`config.mk`:
```
export PLATFORM = sky130hd
export DESIGN_NAME = rpa_ctrl
export DESIGN_NICKNAME = d
export VERILOG_FILES = /design/src/design/assert_macros.svh /design/src/design/rpa_pkg.sv /design/src/design/rpa_ctrl.sv
export SDC_FILE = /design/constraint.sdc
export NUM_CORES = 1
export LEC_CHECK = 0
export ABC_AREA = 0
export BUFFER_PORTS_ARGS = -buffer_cell sky130_fd_sc_hd__buf_4
export CORE_AREA = 3 3 40 42
export DETAILED_ROUTE_END_ITERATION = 10
export DIE_AREA = 0 0 43 45
export PLACE_DENSITY = 0.3
export SKIP_CTS_REPAIR_TIMING = 1
export SYNTH_ARGS = -nofsm -noshare
export SYNTH_HDL_FRONTEND = slang
export SYNTH_SLANG_ARGS = --single-unit
```
`constraint.sdc`:
```
create_clock -name clock -period 3 [get_ports clock]
set_input_delay 0.6 -clock clock [delete_from_list [all_inputs] [get_ports clock]]
set_output_delay 0.6 -clock clock [all_outputs]
set_load 0.05 [all_outputs]
```
`src/design/assert_macros.svh`:
```
// assertion macros used by the allocator top level
`ifndef ASSERT_MACROS_SVH
`define ASSERT_MACROS_SVH

`ifndef NO_ASSERTIONS

// same-cycle implication, disabled during reset
`define ASSERT_IMPLIES(label, clk, rst, cond, prop) \
   label: assert property (@(posedge clk) disable iff (rst) (cond) |-> (prop)) \
      else $error("allocator assertion failed");

// next-cycle implication, disabled during reset
`define ASSERT_NEXT(label, clk, rst, cond, prop) \
   label: assert property (@(posedge clk) disable iff (rst) (cond) |=> (prop)) \
      else $error("allocator assertion failed");

`else

`define ASSERT_IMPLIES(label, clk, rst, cond, prop)
`define ASSERT_NEXT(label, clk, rst, cond, prop)

`endif

`endif

```
`src/design/rpa_pkg.sv`:
```
// types, constants and codes of the page allocator
package rpa_pkg;

   localparam int PAGES      = 65536;
   localparam int PAGE_BITS  = $clog2(PAGES);
   localparam int TOP_W      = PAGE_BITS + 1;
   localparam int PAGE_SHIFT = 12;
   localparam int REF_BITS   = 8;
   localparam int ADDR_W     = 32;
   localparam int CMP_W      = ADDR_W + 1;
   localparam int FUNC_W     = 3;
   localparam int COUNT_W    = 8;
   localparam int FREE_W     = 17;
   localparam int FIRST_W    = 16;
   localparam int LIMIT_W    = 17;
   localparam int CSR_IDX_W  = 1;
   localparam int CSR_DATA_W = 17;

   localparam logic [CSR_IDX_W-1:0] CSR_FIRST_PAGE = 1'd0;
   localparam logic [CSR_IDX_W-1:0] CSR_LIMIT_PAGE = 1'd1;

   localparam logic [LIMIT_W-1:0] LIMIT_RESET = 17'd65536;

   typedef enum logic [FUNC_W-1:0] {
      FUNC_ALLOC = 3'd0,
      FUNC_FREE  = 3'd1,
      FUNC_ADD   = 3'd2,
      FUNC_DROP  = 3'd3,
      FUNC_READ  = 3'd4,
      FUNC_SEED  = 3'd5
   } func_type;

   typedef enum logic [1:0] {
      STATUS_OK       = 2'd0,
      STATUS_NO_MEM   = 2'd1,
      STATUS_BAD_ADDR = 2'd2,
      STATUS_OVERFLOW = 2'd3
   } status_type;

   typedef enum logic [1:0] {
      ST_CLEAR,
      ST_IDLE,
      ST_EXEC
   } state_type;

   typedef struct packed {
      logic [FUNC_W-1:0] func;
      logic [ADDR_W-1:0] phys_address;
   } req_type;

   typedef struct packed {
      status_type         status;
      logic [ADDR_W-1:0]  page_address;
      logic [COUNT_W-1:0] ref_count;
      logic [FREE_W-1:0]  free_pages;
      logic               released;
   } rsp_type;

   typedef struct packed {
      logic clear_en;
      logic accept;
      logic commit;
   } dp_cmd_type;

   typedef struct packed {
      logic clear_last;
   } dp_status_type;

endpackage

```
`src/design/rpa_ctrl.sv`:
```
// sequencer of the page allocator: clearing pass, accept, execute, result hand-off
module rpa_ctrl (
   input  logic                  clock,
   input  logic                  reset,
   input  logic                  req_valid,
   output logic                  req_stall,
   output logic                  rsp_valid,
   input  logic                  rsp_stall,
   input  rpa_pkg::dp_status_type dp_status,
   output rpa_pkg::dp_cmd_type    dp_cmd
);
   import rpa_pkg::*;

   state_type state_ff, state_in;
   logic      rsp_valid_ff, rsp_valid_in;

   always_ff @(posedge clock) begin
      if (reset) begin
         state_ff     <= ST_CLEAR;
         rsp_valid_ff <= 1'b0;
      end else begin
         state_ff     <= state_in;
         rsp_valid_ff <= rsp_valid_in;
      end
   end

   always_comb begin
      state_in = state_ff;
      dp_cmd   = '0;
      unique case (state_ff)
         ST_CLEAR: begin
            dp_cmd.clear_en = 1'b1;
            if (dp_status.clear_last) state_in = ST_IDLE;
         end
         ST_IDLE: begin
            if (req_valid) begin
               dp_cmd.accept = 1'b1;
               state_in      = ST_EXEC;
            end
         end
         ST_EXEC: begin
            // results land only when the output register is free or emptying
            if (!rsp_valid_ff || !rsp_stall) begin
               dp_cmd.commit = 1'b1;
               state_in      = ST_IDLE;
            end
         end
         default: state_in = ST_CLEAR;
      endcase
   end

   assign rsp_valid_in = dp_cmd.commit | (rsp_valid_ff & rsp_stall);
   assign rsp_valid    = rsp_valid_ff;
   assign req_stall    = (state_ff != ST_IDLE);

endmodule

```
==> summary.txt <==
Setup path
  – Req. time, crit path: 2400 ps
  – R2r setup slk: 1960 ps
  – CP Capture Type: primary output
  – Startpoint types: register
  – Reg2reg path depth: 2
  – Crit Path Class: register to primary output
  – Critical path fanouts, max: 8
  – CP arrival: 1250 ps
  – RR Startpoint: state_ff[1]
  – Worst r2r dst: state_ff[0]

Min path
  – WHS Path Cells: 2
  – Hold endpoint: rsp_valid
  – Worst hold path type: register to register
  – Hold path start: rsp_valid

Route
  – Routed Antenna Nets: 0
  – Final wirelength: 464 um
  – Vias per cell: 3.91
  – DRT iter0 DRCs: 3
  – DRC viols: 0
  – TritonRoute pass-1 iters: 2
  – WL/cell: 10.5 um
  – Vias: 172

Yosys
  – Mapped Area: 149 um^2
  – Synth Area per Inst: 9.31 um^2
  – Post-synthesis adder-cell area fraction: 0%
  – Number of distinct library cells after synthesis: 12
  – Syn_nets: 21
  – Post-synthesis sequential area ratio: 40.3%
  – Synth Area in XOR/XNOR: 0%
  – Synth Area in Compound Gates: 19.3%
  – Synthesized flop and latch total: 3
  – Synthesis warning total: 0
  – Largest family of logic cells by synthesized area: simple AND/OR/NAND/NOR gates
  – Mapped Cells: 16
  – Simple-Gate Fraction of Synth Area: 40.3%
  – Post-synthesis mux area share: 0%

GRT
  – Total gr overflow: 0
  – Global-route wire length before repair: 765 um
  – Total track usage: 5.91%
  – Initial antenna violation count: 0
  – Largest net degree at the start of global routing: 9
  – Number of global-route vias before repair: 150

Timing
  – Final period util: 61.7%
  – Final worst setup slack: 1150 ps
  – Final hold violations: 0
  – Setup violators final: 0
  – Worst Skew: 1.20 ps
  – Unrepaired setup endpoints after global routing: no
  – Final number of max-transition violations: 0
  – Worst slew margin relative to its limit: 83.6%
  – Max Fclk: 0.540 GHz
  – Crit path time final: 1850 ps
  – Setup TNS: 0 ps
  – Hold Slack: 508 ps
  – Worst slew pin tran: 243 ps

Floorplan
  – Starting density of the core: 11.6%
  – Core area: 1280 um^2
  – Die area: 1940 um^2
  – Placement Rows: 13
  – I/O Pins: 10
  – Die H: 45 um
  – Die Wd: 43 um

Power
  – Power Density: 583 nW/um^2
  – Peak supply drop: 0.236 mV
  – Leak Pwr: 0.000121 uW

Final layout
  – Area Growth Syn to Fin: 75.6%
  – Most frequent cells in the layout: 9 x buf_4, 3 x clkbuf_4, 3 x dfxtp_1
  – Finished Cell Area: 262 um^2
  – Proportion of layout cells with a drive suffix above 1: 44.8%
  – ANT cells: 0
  – Non-Filler Instances: 44
  – Most common cell after layout, fill and taps aside: buf_4
  – Layout net count: 35

Place
  – Placed Instance Area: 235 um^2
  – Final HPWL DP: 321 um
  – DP Cell Count: 40
  – Pre-CTS setup slack: 1320 ps
  – IO buf count: 9
  – Gpl congestion: 0.607

Clock tree
  – Cts bufs inserted: 3
  – Worst-path clk slew: 30 ps
  – Clk_lat worst skew: 230 ps
  – H-tree depth: 1
  – Clock Tree Root: clkbuf_4
  – CTS tree: done
  – Max Root-Sink Buffers: 2
  – Clk sinks: 3

Flow run
  – Max_cap viols: 0

Run status
  – Outcome: complete, no violations
-- synth_stat cells --
library cell / n / area share, %
or4b_1: 1 / 6.7
nand2b_1: 1 / 4.2
o21ba_2: 1 / 6.7
nor2_1: 2 / 5.0
o41ai_1: 1 / 5.9
nand2_1: 1 / 2.5
a21oi_1: 2 / 6.7
and3b_1: 1 / 5.9
and3_1: 1 / 4.2
and4b_1: 1 / 6.7
or2b_1: 1 / 5.0
dfxtp_1: 3 / 40
-- cells by family after synthesis --
group | after synthesis
flops | 3
compound gates | 4
simple gates | 9
-- critical path, stage by stage, from the launching register on --
cell and delay (ps):
dfxtp_1 420, or2b_1 270, a21oi_1 120, buf_4 210
-- how the worst max path moves through the flow --
| stage | cells after the start | endpoint | startpoint |
|---|---|---|---|
| after detailed placement | 3 | dp_cmd[1] | req_valid |
| after global routing | 3 | dp_cmd[0] | state_ff[1] |
| final | 3 | dp_cmd[0] | state_ff[1] |
| after CTS | 3 | dp_cmd[0] | state_ff[1] |
| after global placement | 3 | dp_cmd[1] | req_valid |
| after floorplan | 2 | dp_cmd[0] | state_ff[1] |
-- layer usage --
layer | vias to the layer above | wire length, um | global-route usage, %
li1 | 88 | - | -
met4 | 0 | 0 | 0
met3 | 0 | 76 | 7.17
met5 | - | 0 | 0
met2 | 14 | 138 | 5.39
met1 | 70 | 249 | 8.41
-- flip-flops by register name, indices dropped and copies added, names as in the netlist --
register	cells
rsp_valid	1
state_ff	2
-- through the flow --
stage          power, uW  utilization [%]
2_1_floorplan       67.9                -
3_3_place_gp        82.2             18.3
3_5_place_dp        82.1             18.3
4_1_cts              156             20.4
5_1_grt              164             20.4
6_report             153             20.4
-- where the power goes --
| part | internal [uW] | switching [uW] |
|---|---|---|
| clock | 49.9 | 21.3 |
| sequential | 42.4 | 3.32 |
| combinational | 13.1 | 22.5 |
-- cell type report --
class,instances,area (um^2)
Fill cell,146,1020
Multi-Input combinational cell,13,88.8
Clock buffer,4,26.3
Tap cell,15,18.8
Timing Repair Buffer,9,67.6
Sequential cell,3,60.1
No activity file was read; power rests on OpenSTA's default activity.
